--- src/design/cia_queue.sv ---
// ----------------------------------------------------------------------------
// cia_queue - two-entry queue between front and back
// Decouples the stall of the back end from the front end.
// ----------------------------------------------------------------------------
module cia_queue #(
   parameter int WORD_WIDTH = 8
) (
   input  logic                  clock,
   input  logic                  reset,
   input  logic                  in_valid,
   output logic                  in_stall,
   input  logic [WORD_WIDTH-1:0] in_word,
   output logic                  out_valid,
   input  logic                  out_stall,
   output logic [WORD_WIDTH-1:0] out_word
);
   logic [WORD_WIDTH-1:0] mem_ff [2];
   logic wr_ptr_ff, rd_ptr_ff;
   logic [1:0] count_ff;
   logic push, pop;

   assign in_stall  = (count_ff == 2'd2);
   assign out_valid = (count_ff != 2'd0);
   assign out_word  = mem_ff[rd_ptr_ff];
   assign push      = in_valid && !in_stall;
   assign pop       = out_valid && !out_stall;

   always_ff @(posedge clock) begin
      if (reset) begin
         wr_ptr_ff <= 1'b0;
         rd_ptr_ff <= 1'b0;
         count_ff  <= 2'd0;
      end else begin
         if (push) wr_ptr_ff <= !wr_ptr_ff;
         if (pop)  rd_ptr_ff <= !rd_ptr_ff;
         count_ff <= count_ff + {1'b0, push} - {1'b0, pop};
      end
      if (push) mem_ff[wr_ptr_ff] <= in_word;
   end
endmodule

--- config.mk ---
export PLATFORM = sky130hd
export DESIGN_NAME = cia_queue
export DESIGN_NICKNAME = d
export VERILOG_FILES = /design/src/design/cia_queue.sv
export SDC_FILE = /design/constraint.sdc
export NUM_CORES = 1
export LEC_CHECK = 0
export CAP_MARGIN = 20
export CORE_UTILIZATION = 60
export DETAILED_ROUTE_END_ITERATION = 16
export DONT_BUFFER_PORTS = 1
export MAX_ROUTING_LAYER = met4
export PLACE_DENSITY = 0.78
export SLEW_MARGIN = 40
export SYNTH_ARGS = -nofsm -noshare
export SYNTH_HDL_FRONTEND = slang
export SYNTH_SLANG_ARGS = --single-unit
--- constraint.sdc ---
create_clock -name clock -period 2.6 [get_ports clock]
set_input_delay 0.13 -clock clock [delete_from_list [all_inputs] [get_ports clock]]
set_output_delay 0.13 -clock clock [all_outputs]
set_load 0.02 [all_outputs]
==> run summary <==
status - finished clean
clock slew at reported path FFs - 0.11 ns
first-pass GRT wire length - 1938 µm
share of cells above drive strength 1 - 21.54%
Rel. slew slack - 75.04%
Synth warnings - 0
TNS Setup - 0 ns
Max IR drop VDD - 0.6596 mV
nature of the critical path endpoint - flip-flop
Antenna Cells - 0
Util after Layout - 79.32%
Final ANT Viol Nets - 0
worst slew pin tran - 0.3744 ns
worst skew pair latency - 0.31 ns
Commonest cells post-synth - edfxtp_1 (16), mux2_2 (8), dfxtp_1 (5)
routability cong. - 0.7265
most numerous cell in the Yosys netlist - edfxtp_1
Avg Inst Size Synth - 15.30 µm²
post-synthesis register bit count - 21
vias in the first global route - 437
pin count of the biggest net entering global routing - 13
Port Buf Inserts - 0
Post-synth EDFFs - 16
Overflow after GRT - 0
Filler Cell Count - 64
CTS Buffer Depth - 2
min-delay src - out_stall
Crit Path Class - reg2reg
largest area contributor in the netlist - edfxtp_1
root buffer cell - clkbuf_4
initial antenna violation count - 0
TritonCTS Buffers - 3
fmax - 0.6168 GHz
CTS resizes - 0
Mapped Nets - 67
CP required - 2.81 ns
Final Hold Fails - 0
Crit Reg-Reg Startpoint - count_ff[1]
worst-path fanout max - 4
Synth async-reset ratio - 0%
DR pass1 iterations - 2
CTS tree - built
Post-Layout Cell Count - 79
Power Density - 901.5 mW/mm²
Vias - 438
die width - 38.76 µm
DR iter-0 viols - 3
wire per inst - 16.42 µm
Arr. time, crit path - 1.83 ns
Starting Density - 68.35%
final WL - 1297 µm
Final Max Tran Viols - 0
Setup WS post-layout - 0.9789 ns
vias per cell - 5.544
placed cells - 66
IO Pins - 22
final setup fails - 0
Post-Synthesis Cells - 53
top cells by area, synth - edfxtp_1 (59%), dfxtp_1 (12%), mux2_2 (11%), ha_1 (3.1%), a21oi_1 (1.9%)
Final Skew - 0.006437 ns
row cnt - 12
unrepaired setup endpoints after global routing - false
Area Growth Syn to Fin - 16.05%
post-route minimum period - 1.621 ns
NumNets Final - 80
DR DRC count - 0
Most used DFF post-synth - edfxtp_1
max_cap viols - 0
Hold WC Path Type - in2reg
Synth top area share - 59.26%
CP startpoint kind - flip-flop
leakage - 0.0003620 µW
Clock Sinks - 21
Place WS - 1.012 ns
H-tree Lvls - 1
final cycle utilization of the critical path - 62.35%
Netlist cell types - 17
Tot GR Track Use - 22.82%
die height - 38.76 µm
Post-Syn Area - 810.8 µm²
Pwr Total - 848.2 µW
CP Launch Point - count_ff[1]
Core Area - 0.001186 mm²
Seq/Total Area, Yosys - 71.60%
die area - 0.001502 mm²
-- kinds of logic after synthesis --
group / Yosys count / share of synthesized area, %
AOI/OAI and AO/OA: 5 / 3.086
and+or+nand+nor: 9 / 6.019
adders and majority gates: 2 / 3.086
buffers and inverters: 6 / 2.931
muxes: 8 / 11.11
xor gates and xnor gates: 2 / 2.161
DFF: 21 / 71.61
-- cell usage in the layout, fill, tap and decap left out, types with 2 or more instances in the layout --
master	count
dfxtp_1	5
inv_1	4
dlygate4sd3_1	9
edfxtp_1	16
ha_1	2
mux2_2	8
or3_1	2
nor2_1	3
a21oi_1	3
clkbuf_4	3
o21ai_0	2
-- per-layer routing --
layer	GRT usage (%)	up-vias	part of all wire (%)
li1	-	214	-
met1	21.91	203	36
met2	38.75	16	54
met3	6.936	5	6.5
met4	15.52	0	3.2
met5	-	-	0
-- critical path: stages (launching register included) --
cell     delay [ns]
dfxtp_1        0.36
nor2_1         0.20
nor2_1         0.07
ha_1           0.30
inv_1          0.06
ha_1           0.15
xor2_1         0.19
xnor2_1        0.14
nor2_1         0.05
-- power breakdown --
part / internal (µW) / total (µW) / switching [µW]
sequential: 422 / 456 / 33.6
clock: 57.5 / 152 / 94.9
combinational: 92.7 / 240 / 147
-- timing repair --
item,CTS,global route
hold buffers,9,0
buffers inserted,0,0
hold endpoints to repair,21,0
setup endpoints to repair,0,0
-- state kept, by name (all words and copies together) (netlist names), named ones only --
register,cells
mem_ff,16
wr_ptr_ff,1
rd_ptr_ff,1
count_ff,2
-- area by class of cell --
cell class	count	area (µm²)	share of cell area, %
clock inverters	1	5.005	0.5319
flip-flops and latches	21	580.6	61.70
well taps	14	17.52	1.862
repair buffers	9	90.09	9.574
multi-input cells	26	206.4	21.94
clock buffers	3	22.52	2.394
inverters	5	18.77	1.995
-- per-stage QoR --
stage,cell area [µm²],hold slack [ns]
global placement,823.3,0.2005
floorplan,810.8,0.1991
detailed placement,823.3,0.2052
CTS,940.9,0.02394
global route,940.9,0.02972
finish,940.9,0.03455
-- path summary, 6_finish.rpt --
check	depth (start not counted)	to	slack (ns)
setup / recovery	8	count_ff[1]	0.98
hold / removal	2	rd_ptr_ff	0.03
setup reg to reg	8	count_ff[1]	0.98
hold reg to reg	2	wr_ptr_ff	0.52
Power figures use the tool's default switching activity.
