==> config.mk <==
export PLATFORM = sky130hd
export DESIGN_NAME = cia_front
export DESIGN_NICKNAME = d
export VERILOG_FILES = /design/src/design/cia_pkg.sv /design/src/design/cia_front.sv
export SDC_FILE = /design/constraint.sdc
export NUM_CORES = 1
export LEC_CHECK = 0
export ABC_AREA = 1
export BUFFER_PORTS_ARGS = -buffer_cell sky130_fd_sc_hd__buf_2
export CAP_MARGIN = 20
export CORE_MARGIN = 3
export CORE_UTILIZATION = 23
export DETAILED_ROUTE_END_ITERATION = 16
export GPL_TIMING_DRIVEN = 0
export HOLD_SLACK_MARGIN = 0.1
export PLACE_DENSITY = 0.46
export SYNTH_ARGS = -nofsm -noshare
export SYNTH_HDL_FRONTEND = slang
export SYNTH_SLANG_ARGS = --single-unit
==> constraint.sdc <==
create_clock -name clock -period 13.3 [get_ports clock]
set_clock_uncertainty 0.15 [all_clocks]
set_input_delay 2.66 -clock clock [delete_from_list [all_inputs] [get_ports clock]]
set_output_delay 2.66 -clock clock [all_outputs]
set_load 0.05 [all_outputs]
==> src/design/cia_pkg.sv <==
// ----------------------------------------------------------------------------
// cia_pkg - shared types and opcodes for the checked integer ALU
// Opcode names and the classified word passed from front to back.
// ----------------------------------------------------------------------------
package cia_pkg;

   localparam int KIND_WIDTH = 5;

   typedef enum logic [KIND_WIDTH-1:0] {
      OP_ADD  = 5'd0,  OP_SUB  = 5'd1,  OP_MUL  = 5'd2,  OP_DIV  = 5'd3,
      OP_MOD  = 5'd4,  OP_OR   = 5'd5,  OP_XOR  = 5'd6,  OP_AND  = 5'd7,
      OP_SHIFT = 5'd8, OP_LAND = 5'd9,  OP_LOR  = 5'd10, OP_LXOR = 5'd11,
      OP_LNOT = 5'd12, OP_LT   = 5'd13, OP_GT   = 5'd14, OP_EQ   = 5'd15,
      OP_LE   = 5'd16, OP_GE   = 5'd17, OP_NE   = 5'd18, OP_ABS  = 5'd19,
      OP_SIGN = 5'd20, OP_INC  = 5'd21, OP_DEC  = 5'd22
   } kind_type;

   // class of a word once decoded by the front end
   typedef enum logic [1:0] {
      CLS_SIMPLE = 2'd0,
      CLS_MUL    = 2'd1,
      CLS_DIV    = 2'd2
   } cls_type;

endpackage

==> src/design/cia_front.sv <==
// ----------------------------------------------------------------------------
// cia_front - input register and classifier
// Takes request words, decodes the opcode class and holds one word.
// ----------------------------------------------------------------------------
module cia_front #(
   parameter int DATA_WIDTH = 32
) (
   input  logic                          clock,
   input  logic                          reset,
   input  logic                          req_valid,
   output logic                          req_stall,
   input  logic [cia_pkg::KIND_WIDTH-1:0] req_kind,
   input  logic signed [DATA_WIDTH-1:0]  req_operand_a,
   input  logic signed [DATA_WIDTH-1:0]  req_operand_b,
   output logic                          f_valid,
   input  logic                          f_stall,
   output logic [cia_pkg::KIND_WIDTH-1:0] f_kind,
   output cia_pkg::cls_type              f_cls,
   output logic [DATA_WIDTH-1:0]         f_a,
   output logic [DATA_WIDTH-1:0]         f_b
);
   import cia_pkg::*;

   logic valid_ff;
   logic [KIND_WIDTH-1:0] kind_ff;
   cls_type cls_ff, cls_in;
   logic [DATA_WIDTH-1:0] a_ff, b_ff;
   logic take;

   assign req_stall = valid_ff && f_stall;
   assign take      = req_valid && !req_stall;

   always_comb begin
      case (req_kind)
         OP_MUL:         cls_in = CLS_MUL;
         OP_DIV, OP_MOD: cls_in = CLS_DIV;
         default:        cls_in = CLS_SIMPLE;
      endcase
   end

   always_ff @(posedge clock) begin
      if (reset) begin
         valid_ff <= 1'b0;
      end else if (!req_stall) begin
         valid_ff <= req_valid;
      end
      if (take) begin
         kind_ff <= req_kind;
         cls_ff  <= cls_in;
         a_ff    <= req_operand_a;
         b_ff    <= req_operand_b;
      end
   end

   assign f_valid = valid_ff;
   assign f_kind  = kind_ff;
   assign f_cls   = cls_ff;
   assign f_a     = a_ff;
   assign f_b     = b_ff;
endmodule

==> run metrics, run 1 <==
DR vias/cell 3.74; GR Overflow Total 0; IO Count 146; CP Launch Point f_stall; Ant. Diodes 0; Post-CTS Setup Repair Bufs 0; outcome completed; Leak 1.43 nW; Initial DRC Count 26; Worst Setup End Kind output port; detailed-route DRC error count 0; number of global-route vias before repair 1474; Final Cycle Share 0.451; starting density of the core 0.239; hold_ws 0.331 ns; root cell of the clock tree clkbuf_8; PwrDens 157 nW/um2; design area 3370 um2; Tmin final 5.99 ns; GPL Wtd Cong 0.680; hpwl dp 3850 um; Tightest Hold Check Type reg -> reg; die width 104 um; Hold Path Cell Cnt 2; Std-Cell Rows 35; CTS Buffer Depth 2; crit path kind in -> out; Worst-Margin Slew 0.606 ns; Nets 318; initial antenna violation count 0; worst path required time 10.49 ns; placed instance area 3160 um2; Distinct cells, synth 9; htree depth 3; critical path fanouts, max 2; Hold Fails Final Rpt 0; syn_nets 160; Resized cells post-CTS 0; number of I/O port buffers 145; CTS tree done; clock sinks 72; pin count of the biggest net entering global routing 32; Global Route Usage Sum 0.0921; startpoint types primary input; Synth Cell Area 2220 um2; IR drop worst, VDD 0.0467 mV; hold path start f_valid$_SDFFE_PP0N_; total CTS buffers 9; Worst Reg-to-Reg Cells 5; share of post-route cells with drive strength above 1 0.651; post-synth top area share 0.962; post-DR wirelength/cell 13.4 um; cell count after synthesis 87; RSZ-0062 raised after global routing no; first-pass GRT wire length 7590 um; Synth-to-Final Area Change 51.9%; sequential share of the synthesized area 0.971; Slew Viols, Final 0; #FFs+latches synth 72; core region area 9280 um2; # setup viols final 0; Yosys warnings 0; top post-synthesis cells by area edfxtp_1, dfxtp_1, inv_1; post-cts hold buffer count 0; clock transition at the registers of the reported paths 0.08 ns; post-synthesis area per instance 25.5 um2; post-synth top area cell edfxtp_1; Routed Antenna Nets 0; vias post-DR 1413; Max Cap Violations 0; crit path DAT 3.18 ns; die area 10900 um2; RR Startpoint f_valid$_SDFFE_PP0N_; worst relative slew slack 0.595; DR pass1 iterations 4; die span in y 104 um; setup_tns 0 ns; FMAX 167 MHz; Total Wirelength 5050 um; later-pin clock latency in the skew report 0.34 ns
[critical path, cell delays in order]
cell,delay [ns]
buf_2,0.08
nand2_1,0.06
inv_1,0.10
buf_2,0.28
[cell usage in the layout, fill, tap and decap left out]
master / count
buf_2: 145
edfxtp_1: 71
clkbuf_8: 9
nand2_1: 4
inv_1: 4
nor2_1: 2
clkinv_1: 2
bufinv_16: 2
nor2_2: 1
nand3b_1: 1
o21ai_0: 1
nor2_4: 1
a21oi_1: 1
inv_6: 1
clkinvlp_4: 1
dfxtp_1: 1
buf_16: 1
buf_12: 1
[metrics by stage]
stage,cells,utilization,setup slack [ns],total power [mW]
2_1_floorplan,87,-,6.65,0.326
3_3_place_gp,361,0.334,5.33,0.351
3_5_place_dp,363,0.340,7.30,0.352
4_1_cts,378,0.363,7.30,0.539
5_1_grt,378,0.363,7.27,0.552
6_report,378,0.363,7.31,0.530
[flip-flops by register name (all words and copies together), names as in the netlist]
name and cells:
f_b 32, f_kind 5, f_valid 1, f_a 32, f_cls 2
[layer usage]
| layer | track usage | share of wire |
|---|---|---|
| met1 | 0.113 | 0.42 |
| met2 | 0.137 | 0.47 |
| met3 | 0.0509 | 0.11 |
| met4 | 0.0313 | 0 |
| met5 | 0 | 0 |
[cell families after synthesis]
logic type / Yosys count / share of synthesized area
and+or+nand+nor: 9 / 0.0181
buffers and inverters: 4 / 0.00677
AOI/OAI and AO/OA: 2 / 0.00451
DFF: 72 / 0.971
[Yosys cell counts]
| cell | n |
|---|---|
| inv_1 | 4 |
| nand2_1 | 4 |
| dfxtp_1 | 1 |
| nor2_1 | 3 |
| a21oi_1 | 1 |
| nand3b_1 | 1 |
| edfxtp_1 | 71 |
| nor2_2 | 1 |
| o21ai_0 | 1 |
[where the power goes]
group	leakage (nW)	total (mW)	switching (mW)	internal (mW)
Sequential	0.696	0.267	0.00271	0.265
Combinational	0.637	0.0779	0.0598	0.0181
Clock	0.101	0.184	0.0802	0.104
[worst paths after layout]
path / endpoint / slack, ns
max reg2reg: f_b[30]$_DFFE_PP_ / 11.42
min: f_valid$_SDFFE_PP0N_ / 0.33
max: req_stall / 7.31
min reg2reg: f_valid$_SDFFE_PP0N_ / 0.33
[cell type report]
type,count,area (um2)
fillers,922,5920
flip-flops and latches,72,2150
repair buffers,147,773
well taps,129,161
clock buffers,9,124
clock inverters,6,83.8
multi-input cells,11,57.6
inverters,4,15.0
No activity file was read; power rests on OpenSTA's default activity.
==> run 2, diff against run 1 <==
--- a/config.mk
+++ b/config.mk
@@ -5,7 +5,7 @@
 export SDC_FILE = /design/constraint.sdc
 export NUM_CORES = 1
 export LEC_CHECK = 0
-export ABC_AREA = 1
+export ABC_AREA = 0
 export BUFFER_PORTS_ARGS = -buffer_cell sky130_fd_sc_hd__buf_2
 export CAP_MARGIN = 20
 export CORE_MARGIN = 3
==> constraint.sdc (replaced) <==
create_clock -name clock -period 6.25 [get_ports clock]
set_clock_uncertainty 0.15 [all_clocks]
set_input_delay 1.25 -clock clock [delete_from_list [all_inputs] [get_ports clock]]
set_output_delay 1.25 -clock clock [all_outputs]
set_load 0.05 [all_outputs]
==> run metrics, run 2 <==
outcome completed (unchanged); Post-CTS Setup Repair Bufs 0 (unchanged); die span in y 104 um (about the same); design area 3370 um2 (about the same); multiplexer share of the synthesized area 0 (unchanged); FMAX 314 MHz; hpwl dp 3820 um (was 3850 um); post-cts hold buffer count 0 (unchanged); post-synth top area share 0.963 (was 0.962); Synth Cell Area 2210 um2 (was 2220 um2); initial antenna violation count 0 (unchanged); die area 10800 um2 (was 10900 um2); IR drop worst, VDD 0.147 mV (was 0.0467 mV); area of the multi-input gates 70.1 um2 (was 57.6 um2); # placed instances 357 (was 363); GPL Wtd Cong 0.697 (was 0.680); later-pin clock latency in the skew report 0.33 ns (was 0.34 ns); Final Cycle Share 0.510; clock sinks 72 (unchanged); Routed Antenna Nets 0 (unchanged); critical path fanouts, max 2 (unchanged); PwrDens 333 nW/um2 (was 157 nW/um2); xor/xnor share of the synthesized area 0 (unchanged); cell count after synthesis 81 (was 87); post-DR wirelength/cell 13.5 um (was 13.4 um); vias post-DR 1342 (was 1413); CTS Buffer Depth 2 (unchanged); post-synthesis area per instance 27.3 um2 (was 25.5 um2); RSZ-0062 raised after global routing no (unchanged); clock transition at the registers of the reported paths 0.07 ns (was 0.08 ns); final worst slack 3.06 ns (was 7.31 ns); Total Wirelength 5020 um (was 5050 um); Yosys warnings 0 (unchanged); Initial DRC Count 46 (was 26); Post-synth ARST share 0 (unchanged); sequential cell area 2150 um2 (unchanged); Worst Setup End Kind output port (unchanged); startpoint types primary input (unchanged); main combinational cell family by area after synthesis simple AND/OR/NAND/NOR gates (unchanged); Global Route Usage Sum 0.0973 (was 0.0921); root cell of the clock tree clkbuf_8 (unchanged); most frequent cells in the layout buf_2, edfxtp_1, clkbuf_8 (unchanged); Worst-Margin Slew 0.491 ns (was 0.606 ns); CTS tree done (unchanged); pin count of the biggest net entering global routing 34 (was 32); worst path required time 4.85 ns (was 10.49 ns); Ant. Diodes 0 (unchanged); # setup viols final 0 (unchanged); worst relative slew slack 0.672 (was 0.595); first-pass GRT wire length 7890 um (was 7590 um); post-synth top area cell edfxtp_1 (unchanged); GR Overflow Total 0 (unchanged); Leak 1.42 nW (was 1.43 nW); share of post-route cells with drive strength above 1 0.671 (was 0.651); number of global-route vias before repair 1539 (was 1474); IO Count 146 (unchanged); number of I/O port buffers 145 (unchanged); Fillers 936 (was 922); Tmin final 3.19 ns; top post-synthesis cells by area edfxtp_1, dfxtp_1, a211oi_2 (was edfxtp_1, dfxtp_1, inv_1); syn_nets 154 (was 160); Slew Viols, Final 0 (unchanged); Hold Fails Final Rpt 0 (unchanged); htree depth 3 (unchanged); Max Cap Violations 0 (unchanged); Resized cells post-CTS 0 (unchanged); #FFs+latches synth 72 (unchanged); die width 104 um (about the same); Nets 312 (was 318); Setup WS pre-CTS 3.06 ns (was 7.30 ns); crit path DAT 1.79 ns (was 3.18 ns); total CTS buffers 9 (unchanged); Post-Synth Simple-Gate Area 0.0203 (was 0.0181); Compound-Gate Fraction of Synth Area 0.00791 (was 0.00451); sequential share of the synthesized area 0.972 (was 0.971); Synth Area in Adders 0 (unchanged); final std cells w/o fill 372 (was 378); DR vias/cell 3.61 (was 3.74); Post-synth top flop edfxtp_1 (unchanged); detailed-route DRC error count 0 (unchanged); commonest non-fill, non-tap cell in the layout buf_2 (unchanged); most frequent cell after synthesis edfxtp_1 (unchanged); Synth-to-Final Area Change 52.0% (was 51.9%); Tightest Hold Check Type reg -> reg (unchanged); core region area 9280 um2 (unchanged); placed instance area 3160 um2 (about the same); number of flops mapped to enable cells by yosys 71 (unchanged); Distinct cells, synth 11 (was 9); DR pass1 iterations 2 (was 4); Std-Cell Rows 35 (unchanged); crit path kind in -> out (unchanged); starting density of the core 0.239 (about the same)
-- run 2: routing by layer --
metal / GRT usage / wire (um)
met1: 0.0998 / 1810
met2: 0.151 / 2440
met3: 0.0689 / 679
met4: 0.0446 / 85
met5: 0 / 0
-- run 2: layout make-up --
| type | instances | share of cell area |
|---|---|---|
| clock buffer | 9 | 0.0368 |
| clock inverter | 6 | 0.0253 |
| multi-input combinational | 9 | 0.0208 |
| sequential | 72 | 0.639 |
| tap | 129 | 0.0480 |
| timing repair buffer | 147 | 0.230 |
-- run 2: critical path, stage by stage --
cell	delay [ns]
buf_2	0.08
and2_1	0.17
buf_2	0.28
-- run 2: power breakdown --
group	internal (mW)	total, mW	switching (mW)	leakage, nW
logic	0.0388	0.165	0.126	0.617
registers	0.563	0.570	0.00602	0.696
clock network	0.221	0.387	0.166	0.103
total	0.823	1.12	0.298	1.42
-- run 2: cells by family after synthesis --
group              count (synthesis)
and+or+nand+nor                    7
DFF                               72
AOI/OAI and AO/OA                  2
-- run 2: worst paths after layout --
path,start,depth (start not counted),slack [ns],to
min reg2reg,f_valid$_SDFFE_PP0N_,2,0.39,f_valid$_SDFFE_PP0N_
min,f_valid$_SDFFE_PP0N_,2,0.39,f_valid$_SDFFE_PP0N_
max,f_stall,3,3.06,req_stall
max reg2reg,f_valid$_SDFFE_PP0N_,4,4.40,f_b[5]$_DFFE_PP_
-- run 2: stage by stage --
| step | total power, mW | utilization | hold WS, ns | setup TNS, ns |
|---|---|---|---|---|
| 6_report | 1.12 | 0.363 | 0.386 | 0 |
| 5_1_grt | 1.18 | 0.363 | 0.448 | 0 |
| 4_1_cts | 1.14 | 0.363 | 0.388 | 0 |
| 3_5_place_dp | 0.748 | 0.340 | 0.369 | 0 |
| 3_3_place_gp | 0.745 | 0.334 | 0.332 | -35.18 |
| 2_1_floorplan | 0.692 | - | 0.586 | 0 |
